===== src/rtl/stsp_pkg.sv =====
`default_nettype none

package stsp_pkg;

  localparam int NUM_MOTORS_DEF = 3;

  localparam int KIND_W  = 2;
  localparam int MSEL_W  = 2;
  localparam int POS_W   = 32;
  localparam int RATE_W  = 16;
  localparam int CFG_W   = 16;
  localparam int SEG_W   = 7;
  localparam int PULSE_W = 32;
  localparam int ADDR_W  = 5;
  localparam int DATA_W  = 32;
  localparam int UPC_W   = 5;

  typedef logic [RATE_W-1:0]  rate_t;
  typedef logic [CFG_W-1:0]   cfg_t;
  typedef logic [SEG_W-1:0]   seg_t;
  typedef logic [PULSE_W-1:0] pulse_t;
  typedef logic [UPC_W-1:0]   upc_t;

  localparam cfg_t   DEF_RAMP    = cfg_t'(400);
  localparam cfg_t   DEF_MIN     = cfg_t'(50);
  localparam rate_t  RATE_FLOOR  = rate_t'(10);
  localparam rate_t  RECIP10     = rate_t'(52429);
  localparam int     RECIP_SHIFT = 19;
  localparam int     SEGQ_W      = 2 * RATE_W - RECIP_SHIFT;
  localparam seg_t   SEG_MAX     = seg_t'(100);
  localparam pulse_t NEAR_DIST   = pulse_t'(2);
  localparam int     DIV_STEPS   = RATE_W;

  localparam logic [MSEL_W-1:0] MOT_Z = MSEL_W'(0);
  localparam logic [MSEL_W-1:0] MOT_X = MSEL_W'(1);
  localparam logic [MSEL_W-1:0] MOT_B = MSEL_W'(2);

  typedef enum logic [KIND_W-1:0] {
    KIND_START,
    KIND_SEG_DONE,
    KIND_STOP,
    KIND_STOP_ALL
  } kind_t;

  typedef enum logic [1:0] {
    PH_IDLE,
    PH_ACCEL,
    PH_CRUISE,
    PH_DECEL
  } phase_t;

  typedef enum logic [2:0] {
    CFG_RAMP_Z,
    CFG_RAMP_X,
    CFG_RAMP_X_OSC,
    CFG_RAMP_B,
    CFG_MIN_Z,
    CFG_MIN_X,
    CFG_MIN_X_OSC,
    CFG_MIN_B
  } cfg_idx_t;

  typedef enum logic [4:0] {
    OP_NOP,
    OP_LOAD,
    OP_START_CHK,
    OP_DIST,
    OP_NEAR,
    OP_INIT,
    OP_ADVANCE,
    OP_REMAIN,
    OP_PHASE,
    OP_RATE_PREP,
    OP_RATE_PEAK,
    OP_SPAN_MUL,
    OP_DIV_START,
    OP_RATE_ADD,
    OP_SEG_MUL,
    OP_SEG_SET,
    OP_STOP,
    OP_STOP_ALL,
    OP_EMIT
  } op_t;

  typedef enum logic [3:0] {
    C_NEXT,
    C_ALWAYS,
    C_DISPATCH,
    C_NO_CMD,
    C_REFUSE,
    C_NEAR,
    C_IDLE,
    C_FINISH,
    C_AT_PEAK,
    C_DIV_BUSY,
    C_OUT_BUSY
  } cond_t;

  typedef struct packed {
    op_t   op;
    cond_t cond;
    upc_t  target;
  } ucode_t;

  typedef struct packed {
    logic                 start;
    logic [2*RATE_W-1:0]  dividend;
    cfg_t                 divisor;
  } div_req_t;

  typedef struct packed {
    logic  busy;
    rate_t quotient;
  } div_rsp_t;

  // microprogram labels
  localparam upc_t U_FETCH     = upc_t'(0);
  localparam upc_t U_DECODE    = upc_t'(1);
  localparam upc_t U_ST_CHK    = upc_t'(2);
  localparam upc_t U_ST_DIST   = upc_t'(3);
  localparam upc_t U_ST_NEAR   = upc_t'(4);
  localparam upc_t U_ST_INIT   = upc_t'(5);
  localparam upc_t U_SC_CHK    = upc_t'(6);
  localparam upc_t U_SC_ADV    = upc_t'(7);
  localparam upc_t U_SC_REM    = upc_t'(8);
  localparam upc_t U_SC_PH     = upc_t'(9);
  localparam upc_t U_ISS       = upc_t'(10);
  localparam upc_t U_ISS_CAP   = upc_t'(11);
  localparam upc_t U_ISS_MUL   = upc_t'(12);
  localparam upc_t U_ISS_DIV   = upc_t'(13);
  localparam upc_t U_ISS_WAIT  = upc_t'(14);
  localparam upc_t U_ISS_ADD   = upc_t'(15);
  localparam upc_t U_SEG       = upc_t'(16);
  localparam upc_t U_SEG_SET   = upc_t'(17);
  localparam upc_t U_STOP      = upc_t'(18);
  localparam upc_t U_STOP_ALL  = upc_t'(19);
  localparam upc_t U_EMIT_WAIT = upc_t'(20);
  localparam upc_t U_EMIT      = upc_t'(21);

  function automatic ucode_t ucode_rom(upc_t a);
    ucode_t w;
    w = '{op: OP_NOP, cond: C_ALWAYS, target: U_FETCH};
    unique case (a)
      U_FETCH:     w = '{op: OP_NOP,       cond: C_NO_CMD,   target: U_FETCH};
      U_DECODE:    w = '{op: OP_LOAD,      cond: C_DISPATCH, target: U_FETCH};
      U_ST_CHK:    w = '{op: OP_START_CHK, cond: C_REFUSE,   target: U_EMIT_WAIT};
      U_ST_DIST:   w = '{op: OP_DIST,      cond: C_NEXT,     target: U_FETCH};
      U_ST_NEAR:   w = '{op: OP_NEAR,      cond: C_NEAR,     target: U_EMIT_WAIT};
      U_ST_INIT:   w = '{op: OP_INIT,      cond: C_ALWAYS,   target: U_ISS};
      U_SC_CHK:    w = '{op: OP_NOP,       cond: C_IDLE,     target: U_EMIT_WAIT};
      U_SC_ADV:    w = '{op: OP_ADVANCE,   cond: C_FINISH,   target: U_EMIT_WAIT};
      U_SC_REM:    w = '{op: OP_REMAIN,    cond: C_NEXT,     target: U_FETCH};
      U_SC_PH:     w = '{op: OP_PHASE,     cond: C_NEXT,     target: U_FETCH};
      U_ISS:       w = '{op: OP_RATE_PREP, cond: C_NEXT,     target: U_FETCH};
      U_ISS_CAP:   w = '{op: OP_RATE_PEAK, cond: C_AT_PEAK,  target: U_SEG};
      U_ISS_MUL:   w = '{op: OP_SPAN_MUL,  cond: C_NEXT,     target: U_FETCH};
      U_ISS_DIV:   w = '{op: OP_DIV_START, cond: C_NEXT,     target: U_FETCH};
      U_ISS_WAIT:  w = '{op: OP_NOP,       cond: C_DIV_BUSY, target: U_ISS_WAIT};
      U_ISS_ADD:   w = '{op: OP_RATE_ADD,  cond: C_NEXT,     target: U_FETCH};
      U_SEG:       w = '{op: OP_SEG_MUL,   cond: C_NEXT,     target: U_FETCH};
      U_SEG_SET:   w = '{op: OP_SEG_SET,   cond: C_ALWAYS,   target: U_EMIT_WAIT};
      U_STOP:      w = '{op: OP_STOP,      cond: C_ALWAYS,   target: U_EMIT_WAIT};
      U_STOP_ALL:  w = '{op: OP_STOP_ALL,  cond: C_ALWAYS,   target: U_EMIT_WAIT};
      U_EMIT_WAIT: w = '{op: OP_NOP,       cond: C_OUT_BUSY, target: U_EMIT_WAIT};
      U_EMIT:      w = '{op: OP_EMIT,      cond: C_ALWAYS,   target: U_FETCH};
      default:     w = '{op: OP_NOP,       cond: C_ALWAYS,   target: U_FETCH};
    endcase
    return w;
  endfunction

endpackage

`default_nettype wire


===== src/rtl/stsp_div.sv =====
`default_nettype none

module stsp_div
  import stsp_pkg::*;
(
  input  wire logic     clk,
  input  wire logic     rst,
  input  wire div_req_t req,
  output div_rsp_t      rsp
);

  localparam int CNT_W = $clog2(DIV_STEPS + 1);

  logic [CNT_W-1:0] cnt;
  cfg_t             divisor;
  rate_t            rem;
  rate_t            quo;
  logic [RATE_W:0]  shifted;
  logic [RATE_W:0]  trial;
  logic             ge;

  // high half is below the divisor, so the quotient fits RATE_W bits
  always_comb begin
    shifted = {rem, quo[RATE_W-1]};
    trial   = shifted - {1'b0, divisor};
    ge      = (shifted >= {1'b0, divisor});
  end

  always_ff @(posedge clk) begin
    if (rst) begin
      cnt <= '0;
    end else if (req.start) begin
      cnt <= CNT_W'(DIV_STEPS);
    end else if (cnt != '0) begin
      cnt <= cnt - CNT_W'(1);
    end
  end

  always_ff @(posedge clk) begin
    if (req.start) begin
      rem     <= req.dividend[2*RATE_W-1:RATE_W];
      quo     <= req.dividend[RATE_W-1:0];
      divisor <= req.divisor;
    end else if (cnt != '0) begin
      rem <= ge ? trial[RATE_W-1:0] : shifted[RATE_W-1:0];
      quo <= {quo[RATE_W-2:0], ge};
    end
  end

  assign rsp.busy     = (cnt != '0);
  assign rsp.quotient = quo;

endmodule

`default_nettype wire


===== src/rtl/stepper_trapezoid_segment_planner_core.sv =====
// Each item runs its microcode path from fetch to emit; an item that issues a ramp
// segment takes longest, as it waits on the serial divide for the ramp fraction.
// One item at a time: the next command is taken once the sequencer is back at fetch.
// Reset: synchronous; all motors idle, ramp registers 400, minimum registers 50.
`default_nettype none

module stepper_trapezoid_segment_planner_core
  import stsp_pkg::*;
#(
  parameter int NUM_MOTORS = NUM_MOTORS_DEF
)
(
  input  wire logic                clk,
  input  wire logic                rst,

  input  wire logic                cmd_valid,
  output logic                     cmd_stall,
  input  wire logic [KIND_W-1:0]   kind,
  input  wire logic [MSEL_W-1:0]   motor_select,
  input  wire logic signed [POS_W-1:0] target_position,
  input  wire logic [RATE_W-1:0]   peak_rate,
  input  wire logic                oscillation_mode,
  input  wire logic signed [POS_W-1:0] current_position,

  output logic                     rsp_valid,
  input  wire logic                rsp_stall,
  output logic                     accepted,
  output logic                     issue_segment,
  output logic [SEG_W-1:0]         segment_pulses,
  output logic                     segment_dir,
  output logic [RATE_W-1:0]        segment_rate,
  output logic                     stop_generator,
  output logic                     done_event,
  output logic                     move_active,

  input  wire logic                psel,
  input  wire logic                penable,
  input  wire logic                pwrite,
  input  wire logic [ADDR_W-1:0]   paddr,
  input  wire logic [DATA_W-1:0]   pwdata,
  output logic [DATA_W-1:0]        prdata,
  output logic                     pready
);

  localparam int MIW = (NUM_MOTORS > 1) ? $clog2(NUM_MOTORS) : 1;
  localparam int MXW = MIW + MSEL_W;

  // configuration registers
  cfg_t ramp_len_z, ramp_len_x, ramp_len_x_osc, ramp_len_b;
  cfg_t min_rate_z, min_rate_x, min_rate_x_osc, min_rate_b;
  cfg_idx_t cfg_idx;
  logic     cfg_wr;
  cfg_t     cfg_rd;

  // sequencer
  upc_t   upc, upc_next;
  ucode_t uw;
  logic   cond_true;
  upc_t   dispatch;

  // captured command
  kind_t                kind_r;
  logic [MSEL_W-1:0]    mot;
  logic [POS_W-1:0]     tgt, cur;
  rate_t                pk_in;
  logic                 osc_in;
  logic [MXW-1:0]       mot_ext;
  logic [MIW-1:0]       midx;
  logic                 mot_ok;

  // per-motor state
  logic   active   [NUM_MOTORS];
  phase_t phase    [NUM_MOTORS];
  pulse_t total    [NUM_MOTORS];
  pulse_t sent     [NUM_MOTORS];
  seg_t   last_seg [NUM_MOTORS];
  logic   dir      [NUM_MOTORS];
  rate_t  peak     [NUM_MOTORS];
  logic   osc_flag [NUM_MOTORS];

  // datapath
  cfg_t                ramp_r, min_r;
  logic [POS_W:0]      diff_r;
  pulse_t              dist_r, num_r, rem_r;
  rate_t               span_r, rate_r;
  logic [2*RATE_W-1:0] prod_r, seg_prod;
  logic                osc_sel;
  cfg_t                ramp_sel, min_sel;
  logic [PULSE_W:0]    adv_sum;
  logic                adv_fin;
  phase_t              phase_next;
  rate_t               rate_fl;
  logic [SEGQ_W-1:0]   seg_q;
  seg_t                seg_c, seg_val;
  pulse_t              num_sel;

  // result being built
  logic  res_accepted, res_issue, res_dir, res_stop, res_done, res_active;
  seg_t  res_pulses;
  rate_t res_rate;

  div_req_t div_req;
  div_rsp_t div_rsp;

  // ---------------------------------------------------------------- config port
  assign pready  = 1'b1;
  assign cfg_idx = cfg_idx_t'(paddr[ADDR_W-1:2]);
  assign cfg_wr  = psel && penable && pwrite && pready;

  always_ff @(posedge clk) begin
    if (rst) begin
      ramp_len_z     <= DEF_RAMP;
      ramp_len_x     <= DEF_RAMP;
      ramp_len_x_osc <= DEF_RAMP;
      ramp_len_b     <= DEF_RAMP;
      min_rate_z     <= DEF_MIN;
      min_rate_x     <= DEF_MIN;
      min_rate_x_osc <= DEF_MIN;
      min_rate_b     <= DEF_MIN;
    end else if (cfg_wr) begin
      unique case (cfg_idx)
        CFG_RAMP_Z:     ramp_len_z     <= pwdata[CFG_W-1:0];
        CFG_RAMP_X:     ramp_len_x     <= pwdata[CFG_W-1:0];
        CFG_RAMP_X_OSC: ramp_len_x_osc <= pwdata[CFG_W-1:0];
        CFG_RAMP_B:     ramp_len_b     <= pwdata[CFG_W-1:0];
        CFG_MIN_Z:      min_rate_z     <= pwdata[CFG_W-1:0];
        CFG_MIN_X:      min_rate_x     <= pwdata[CFG_W-1:0];
        CFG_MIN_X_OSC:  min_rate_x_osc <= pwdata[CFG_W-1:0];
        CFG_MIN_B:      min_rate_b     <= pwdata[CFG_W-1:0];
      endcase
    end
  end

  always_comb begin
    unique case (cfg_idx)
      CFG_RAMP_Z:     cfg_rd = ramp_len_z;
      CFG_RAMP_X:     cfg_rd = ramp_len_x;
      CFG_RAMP_X_OSC: cfg_rd = ramp_len_x_osc;
      CFG_RAMP_B:     cfg_rd = ramp_len_b;
      CFG_MIN_Z:      cfg_rd = min_rate_z;
      CFG_MIN_X:      cfg_rd = min_rate_x;
      CFG_MIN_X_OSC:  cfg_rd = min_rate_x_osc;
      CFG_MIN_B:      cfg_rd = min_rate_b;
    endcase
    prdata = {{(DATA_W-CFG_W){1'b0}}, cfg_rd};
  end

  // ---------------------------------------------------------------- command capture
  assign cmd_stall = (upc != U_FETCH);

  always_ff @(posedge clk) begin
    if (cmd_valid && !cmd_stall) begin
      kind_r <= kind_t'(kind);
      mot    <= motor_select;
      tgt    <= target_position;
      cur    <= current_position;
      pk_in  <= peak_rate;
      osc_in <= oscillation_mode;
    end
  end

  assign mot_ext = {{MIW{1'b0}}, mot};
  assign midx    = mot_ext[MIW-1:0];
  assign mot_ok  = (mot_ext < MXW'(NUM_MOTORS));

  // ---------------------------------------------------------------- sequencer
  assign uw = ucode_rom(upc);

  always_comb begin
    priority if (kind_r == KIND_STOP_ALL) begin
      dispatch = U_STOP_ALL;
    end else if (!mot_ok) begin
      dispatch = U_EMIT_WAIT;
    end else if (kind_r == KIND_START) begin
      dispatch = U_ST_CHK;
    end else if (kind_r == KIND_SEG_DONE) begin
      dispatch = U_SC_CHK;
    end else begin
      dispatch = U_STOP;
    end
  end

  always_comb begin
    unique case (uw.cond)
      C_NEXT:     cond_true = 1'b0;
      C_ALWAYS:   cond_true = 1'b1;
      C_DISPATCH: cond_true = 1'b1;
      C_NO_CMD:   cond_true = !cmd_valid;
      C_REFUSE:   cond_true = active[midx] || (pk_in < min_r);
      C_NEAR:     cond_true = (dist_r <= NEAR_DIST);
      C_IDLE:     cond_true = !active[midx];
      C_FINISH:   cond_true = adv_fin;
      C_AT_PEAK:  cond_true = (phase[midx] == PH_CRUISE) ||
                              (num_r >= {{(PULSE_W-CFG_W){1'b0}}, ramp_r});
      C_DIV_BUSY: cond_true = div_rsp.busy;
      C_OUT_BUSY: cond_true = rsp_valid && rsp_stall;
      default:    cond_true = 1'b1;
    endcase
    if (uw.cond == C_DISPATCH) begin
      upc_next = dispatch;
    end else if (cond_true) begin
      upc_next = uw.target;
    end else begin
      upc_next = upc + upc_t'(1);
    end
  end

  always_ff @(posedge clk) begin
    if (rst) begin
      upc <= U_FETCH;
    end else begin
      upc <= upc_next;
    end
  end

  // ---------------------------------------------------------------- datapath logic
  always_comb begin
    osc_sel = (kind_r == KIND_START) ? osc_in : osc_flag[midx];
    priority if (mot == MOT_X && osc_sel) begin
      ramp_sel = ramp_len_x_osc;
      min_sel  = min_rate_x_osc;
    end else if (mot == MOT_Z) begin
      ramp_sel = ramp_len_z;
      min_sel  = min_rate_z;
    end else if (mot == MOT_X) begin
      ramp_sel = ramp_len_x;
      min_sel  = min_rate_x;
    end else if (mot == MOT_B) begin
      ramp_sel = ramp_len_b;
      min_sel  = min_rate_b;
    end else begin
      ramp_sel = DEF_RAMP;
      min_sel  = DEF_MIN;
    end
  end

  assign adv_sum = {1'b0, sent[midx]} + {{(PULSE_W+1-SEG_W){1'b0}}, last_seg[midx]};
  assign adv_fin = (adv_sum >= {1'b0, total[midx]});

  always_comb begin
    phase_next = phase[midx];
    if (phase[midx] == PH_ACCEL &&
        sent[midx] >= {{(PULSE_W-CFG_W){1'b0}}, ramp_r}) begin
      phase_next = (rem_r <= {{(PULSE_W-CFG_W){1'b0}}, ramp_r}) ? PH_DECEL : PH_CRUISE;
    end else if (phase[midx] == PH_CRUISE &&
                 rem_r <= {{(PULSE_W-CFG_W){1'b0}}, ramp_r}) begin
      phase_next = PH_DECEL;
    end
  end

  assign num_sel = (phase[midx] == PH_DECEL) ? (total[midx] - sent[midx]) : sent[midx];

  // segment = rate/10 by reciprocal, clamped to 1..100 and to what is left
  always_comb begin
    rate_fl = (rate_r < RATE_FLOOR) ? RATE_FLOOR : rate_r;
    seg_q   = seg_prod[2*RATE_W-1:RECIP_SHIFT];
    seg_c   = (seg_q > SEGQ_W'(SEG_MAX)) ? SEG_MAX : seg_q[SEG_W-1:0];
    seg_val = ({{(PULSE_W-SEG_W){1'b0}}, seg_c} > rem_r) ? rem_r[SEG_W-1:0] : seg_c;
  end

  assign div_req.start    = (uw.op == OP_DIV_START);
  assign div_req.dividend = prod_r;
  assign div_req.divisor  = ramp_r;

  stsp_div u_div (
    .clk (clk),
    .rst (rst),
    .req (div_req),
    .rsp (div_rsp)
  );

  always_ff @(posedge clk) begin
    unique case (uw.op)
      OP_LOAD: begin
        ramp_r       <= ramp_sel;
        min_r        <= min_sel;
        diff_r       <= {tgt[POS_W-1], tgt} - {cur[POS_W-1], cur};
        res_accepted <= 1'b0;
        res_issue    <= 1'b0;
        res_pulses   <= '0;
        res_dir      <= 1'b0;
        res_rate     <= '0;
        res_stop     <= 1'b0;
        res_done     <= 1'b0;
        res_active   <= 1'b0;
      end
      OP_START_CHK: res_active <= active[midx];
      OP_DIST: begin
        dist_r       <= diff_r[POS_W] ? pulse_t'(~diff_r + 1'b1) : diff_r[PULSE_W-1:0];
        res_accepted <= 1'b1;
      end
      OP_NEAR:  res_done <= (dist_r <= NEAR_DIST);
      OP_ADVANCE: begin
        if (adv_fin) begin
          res_stop <= 1'b1;
          res_done <= 1'b1;
        end
      end
      OP_REMAIN: rem_r <= total[midx] - sent[midx];
      OP_RATE_PREP: begin
        num_r  <= num_sel;
        rem_r  <= total[midx] - sent[midx];
        span_r <= (peak[midx] > min_r) ? (peak[midx] - min_r) : '0;
      end
      OP_RATE_PEAK: rate_r   <= peak[midx];
      OP_SPAN_MUL:  prod_r   <= (2*RATE_W)'(span_r) * (2*RATE_W)'(num_r[RATE_W-1:0]);
      OP_RATE_ADD:  rate_r   <= min_r + div_rsp.quotient;
      OP_SEG_MUL:   seg_prod <= (2*RATE_W)'(rate_fl) * (2*RATE_W)'(RECIP10);
      OP_SEG_SET: begin
        res_issue  <= 1'b1;
        res_pulses <= seg_val;
        res_dir    <= dir[midx];
        res_rate   <= rate_r;
        res_active <= 1'b1;
      end
      OP_STOP:     res_stop <= 1'b1;
      OP_STOP_ALL: res_stop <= 1'b1;
      default: ;
    endcase
  end

  // ---------------------------------------------------------------- motor state
  always_ff @(posedge clk) begin
    if (rst) begin
      for (int m = 0; m < NUM_MOTORS; m++) begin
        active[m] <= 1'b0;
        phase[m]  <= PH_IDLE;
      end
    end else begin
      unique case (uw.op)
        OP_INIT: begin
          active[midx] <= 1'b1;
          phase[midx]  <= (dist_r <= {{(PULSE_W-CFG_W){1'b0}}, ramp_r}) ? PH_DECEL : PH_ACCEL;
        end
        OP_ADVANCE: begin
          if (adv_fin) begin
            active[midx] <= 1'b0;
            phase[midx]  <= PH_IDLE;
          end
        end
        OP_PHASE: phase[midx] <= phase_next;
        OP_STOP: begin
          active[midx] <= 1'b0;
          phase[midx]  <= PH_IDLE;
        end
        OP_STOP_ALL: begin
          for (int m = 0; m < NUM_MOTORS; m++) begin
            active[m] <= 1'b0;
            phase[m]  <= PH_IDLE;
          end
        end
        default: ;
      endcase
    end
  end

  always_ff @(posedge clk) begin
    unique case (uw.op)
      OP_INIT: begin
        peak[midx]     <= pk_in;
        total[midx]    <= dist_r;
        sent[midx]     <= '0;
        dir[midx]      <= diff_r[POS_W];
        osc_flag[midx] <= osc_in;
      end
      OP_ADVANCE: begin
        sent[midx] <= adv_fin ? total[midx] : adv_sum[PULSE_W-1:0];
        if (adv_fin) begin
          osc_flag[midx] <= 1'b0;
        end
      end
      OP_SEG_SET: last_seg[midx] <= seg_val;
      OP_STOP:    osc_flag[midx] <= 1'b0;
      OP_STOP_ALL: begin
        for (int m = 0; m < NUM_MOTORS; m++) begin
          osc_flag[m] <= 1'b0;
        end
      end
      default: ;
    endcase
  end

  // ---------------------------------------------------------------- result register
  always_ff @(posedge clk) begin
    if (rst) begin
      rsp_valid <= 1'b0;
    end else if (uw.op == OP_EMIT) begin
      rsp_valid <= 1'b1;
    end else if (!rsp_stall) begin
      rsp_valid <= 1'b0;
    end
  end

  always_ff @(posedge clk) begin
    if (uw.op == OP_EMIT) begin
      accepted       <= res_accepted;
      issue_segment  <= res_issue;
      segment_pulses <= res_pulses;
      segment_dir    <= res_dir;
      segment_rate   <= res_rate;
      stop_generator <= res_stop;
      done_event     <= res_done;
      move_active    <= res_active;
    end
  end

  // ---------------------------------------------------------------- checks
  a_seg_range: assert property (@(posedge clk) disable iff (rst)
    rsp_valid && issue_segment |-> segment_pulses != '0 && segment_pulses <= SEG_MAX)
    else $error("segment pulse count out of range");

  a_seg_not_done: assert property (@(posedge clk) disable iff (rst)
    rsp_valid |-> !(issue_segment && done_event))
    else $error("segment issued together with done");

  a_div_idle: assert property (@(posedge clk) disable iff (rst)
    div_req.start |-> !div_rsp.busy)
    else $error("divider restarted while busy");

  a_emit_free: assert property (@(posedge clk) disable iff (rst)
    uw.op == OP_EMIT |-> !rsp_valid)
    else $error("result overwritten before it was taken");

  for (genvar g = 0; g < NUM_MOTORS; g++) begin : g_motor_chk
    a_active_phase: assert property (@(posedge clk) disable iff (rst)
      active[g] == (phase[g] != PH_IDLE))
      else $error("active flag and phase disagree");
  end

endmodule

`default_nettype wire


===== config.mk =====
export PLATFORM = sky130hd
export DESIGN_NAME = stepper_trapezoid_segment_planner_core
export DESIGN_NICKNAME = d
export VERILOG_FILES = /design/src/rtl/stsp_pkg.sv /design/src/rtl/stsp_div.sv /design/src/rtl/stepper_trapezoid_segment_planner_core.sv
export SDC_FILE = /design/constraint.sdc
export NUM_CORES = 2
export LEC_CHECK = 0
export ABC_AREA = 1
export BUFFER_PORTS_ARGS = -buffer_cell sky130_fd_sc_hd__buf_4
export CAP_MARGIN = 10
export CORE_ASPECT_RATIO = 0.5
export CORE_MARGIN = 4
export CORE_UTILIZATION = 35
export CTS_CLUSTER_DIAMETER = 200
export CTS_CLUSTER_SIZE = 8
export DETAILED_ROUTE_END_ITERATION = 16
export GPL_TIMING_DRIVEN = 0
export SLEW_MARGIN = 20
export SYNTH_ARGS = -nofsm -noshare
export SYNTH_HDL_FRONTEND = slang
export SYNTH_HIERARCHICAL = 1
export SYNTH_SLANG_ARGS = --single-unit

===== constraint.sdc =====
create_clock -name clk -period 8.25 [get_ports clk]
set_clock_uncertainty 0.1 [all_clocks]
set_input_delay 0.4125 -clock clk [delete_from_list [all_inputs] [get_ports clk]]
set_output_delay 0.4125 -clock clk [all_outputs]
set_load 0.1 [all_outputs]

==> flow_summary.json <==
{
  "crit_path_end_kind": "flop",
  "clock_path_buffers": 3,
  "layout_min_cycle_time_ns": 7.79,
  "chipHeight_um": 293,
  "syn_inst": 6048,
  "worst_ir_drop_vdd_mv": 0.419,
  "cp.arrival_ns": 8.19,
  "maxCapViolCount": 0,
  "numCtsBuffers": 118,
  "cp_data_required_time_ns": 8.66,
  "power_density_nw_per_um2": 380,
  "remaining_drc_errors": 0,
  "timing.critical_path.slowest_cell_delay_ns": 0.53,
  "setup_repair_after_global_routing_missed_its_margin": "false",
  "setup_viol_count_final": 0,
  "hpwlAfterDp_mm": 135,
  "tritoncts": "done",
  "yosysTopAreaCellShare_pct": 37.3,
  "fin_hold_ws_ns": 0.0605,
  "seq_area_frac_synth_pct": 42.8,
  "area.sequential_um2": 24300,
  "hold_violations": 0,
  "drt_pre_antenna_iters": 6,
  "grt_pass1_vias": 42100,
  "synth_top_family_by_area": "adder cells",
  "synth_area_leader_cell": "edfxtp_1",
  "io_buffer_count": 152,
  "synth_top_cells_by_count": "nand2_1 (1040), inv_1 (1038), edfxtp_1 (706), ha_1 (485), nor2_1 (452)",
  "dr.first_iter.drc_count": 4336,
  "crit_fanout": 19,
  "layout.nets": 7347,
  "worst-setup-path-type": "flop to flop",
  "final_core_util_pct": 40.8,
  "post_route_cells_drive_above_1_share_pct": 7.58,
  "std_cell_rows": 104,
  "dpl.cell_count": 8411,
  "antenna_found_initial": 6,
  "fmax_ghz": 0.128,
  "final_antenna_net_count": 0,
  "grt_max_degree": 33,
  "static-leakage-power_nw": 28.8,
  "synthesis.yosys.warnings": 6,
  "horizontal_die_dimension_um": 578,
  "ios": 193,
  "final_min_period_over_clock_period_pct": 94.4,
  "cp_common_cell": "nand2_1",
  "design_area_um2": 65700,
  "synthArstFlopShare_pct": 0,
  "congestion_overflow_gr": 0,
  "crit_slowest_cell": "dfxtp_1",
  "min_path_type": "input pin to flop",
  "cp-start-kind": "flop",
  "multiInputGateArea_um2": 27700,
  "placeableCoreArea_um2": 161000,
  "root_buffer": "clkbuf_16",
  "outcome": "complete, no violations",
  "synthMuxAreaShare_pct": 0.0198,
  "synthDistinctLibCells": 70,
  "floorplan.die_area_um2": 169000,
  "final_slew_viol_count": 0,
  "detailroute.via_count": 43800,
  "vias_per_cell": 5.05,
  "cts_sinks": 862,
  "stdcell_count": 8682,
  "synth.cell_area_um2": 56800,
  "synth_ff_type": "edfxtp_1",
  "yosys.area_share.xor_xnor_pct": 2.93,
  "synth.ff_latch_count": 862,
  "grt_pass1_wl_mm": 259,
  "globalRouteTotalUtil_pct": 19.9,
  "cell_area_after_placement_um2": 61300,
  "initial_core_util_pct": 35.3,
  "fillCellCount": 15800,
  "synthMostInstantiatedCell": "nand2_1",
  "share_of_the_synthesized_area_in_compound_gates_ao_oa_aoi_oai_pct": 10.4,
  "synthAdderAreaFrac_pct": 20.6,
  "ys_top_cells_by_area": "edfxtp_1 (37%), ha_1 (11%), fa_1 (9.9%), nand2_1 (6.9%), inv_1 (6.9%)",
  "totalPowerFinal_w": 0.0249,
  "synth-simple-area-share_pct": 14.4,
  "clk-insertion-delay-late_ns": 0.77,
  "synth.avg_cell_area_um2": 9.39,
  "gp_congestion": 0.959,
  "number_of_enable_type_register_cells_in_the_synthesized_netlist": 706,
  "max-slew-margin-rel_pct": 29.3,
  "wire_per_inst_um": 19.6,
  "detail_route.wirelength_mm": 170,
  "area_delta_synth_final_pct": 15.7,
  "clkSlewWorstSetupHoldPaths_ns": 0.05,
  "worstMarginPinSlew_ns": 1.05,
  "h_tree_depth_reported_by_cts": 3
}
## worst paths after layout
kind                                  start               to  slack [ns]  depth (start not counted)
worst min-delay path              pwdata[5]    ramp_len_b[5]        0.06                          3
worst max register to register         flop      sent[0][26]        0.46                         33
worst min register to register  res_rate[1]  segment_rate[1]        0.32                          0
worst max-delay path                   flop      sent[0][26]        0.46                         33
## layout by cell type, fill, tap and decap left out, types with 11 or more instances in the layout
cell,synthesis,layout
nor2_2,10,13
nand3_1,151,151
a221oi_1,30,30
o21bai_1,15,15
nand4_1,49,49
buf_4,19,173
buf_12,1,12
nand3b_1,18,18
nor4_1,26,26
nor3_1,47,44
ha_1,485,485
o211ai_1,87,87
dfxtp_1,156,155
a31oi_1,17,17
nand2_2,21,23
dlygate4sd3_1,0,98
nor2_4,5,17
o21ai_1,19,27
xnor2_1,54,54
a21oi_1,381,380
inv_1,1038,1038
o21ai_0,336,328
clkbuf_16,0,118
nand2_1,1040,1038
nor2_1,452,437
clkbuf_1,184,226
or2_2,51,51
conb_1,2,17
fa_1,281,281
inv_2,11,11
edfxtp_1,706,706
xor2_1,136,136
o21a_1,24,24
o22ai_1,52,52
## layout make-up
cell class                 instances  area share [%]
inverter                        1056            6.03
sequential                       862            37.0
clock inverter                     9           0.379
tap                             2173            4.14
timing repair buffer             273            4.01
buffer                           219            1.51
clock buffer                     165            4.76
multi-input combinational       3922            42.1
antenna                            3          0.0114
## flip-flops by register name, summed over array words and instances (netlist names), 21 cells and up, named ones only
signal,cells
num_r,32
diff_r,33
rem_r,32
peak,48
last_seg,21
cur,32
total,96
dist_r,32
tgt,32
sent,96
prod_r,32
## what timing repair did
| action | in CTS | in global routing |
|---|---|---|
| endpoints found under the setup margin | 118 | 121 |
| hold buffers | 98 | 0 |
| setup buffers | 0 | 0 |
| gates resized for setup | 2 | 3 |
| endpoints found under the hold margin | 188 | 0 |
## critical path, delay by kind of cell (launching register included)
kind / cells / cell delay [ns]
DFF: 1 / 0.53
and+or+nand+nor: 16 / 2.48
adders and majority gates: 2 / 0.77
AOI/OAI and AO/OA: 4 / 1.17
xor gates and xnor gates: 1 / 0.26
buffers and inverters: 10 / 2.19
## power breakdown
part           internal, W  leakage, nW  switching (W)  total [W]
registers          0.00601         7.64       0.000390    0.00640
clock network      0.00263         1.61        0.00190    0.00454
logic              0.00500         19.6        0.00901     0.0140
total               0.0136         28.8         0.0113     0.0249
## cell families (layout without fill, tap and decap cells)
kind of cell             Yosys count  after routing
AND/OR/NAND/NOR                 1916           1916
buffers and inverters           1279           1722
AO/OA/AOI/OAI                   1032           1032
flip-flops                       862            862
adder cells (fa/ha/maj)          766            766
XOR/XNOR                         190            190
other                              2             20
multiplexers                       1              1
## metal layers
layer / up-vias / global-route usage, % / wire length [µm]
li1: 20800 / - / -
met1: 21200 / 29.0 / 78000
met3: 228 / 4.35 / 15300
met5: - / 0 / 0
met2: 1628 / 30.1 / 73000
met4: 0 / 4.73 / 3860
## per-stage QoR
stage	setup slack, ns	TNS (ns)
final	0.465	0
after global routing	0.00968	0
after CTS	0.0681	0
after detailed placement	-0.486	-29.69
after global placement	-0.459	-28.20
after floorplan	2.10	0
Note: power is estimated with default switching activity, not from simulation.
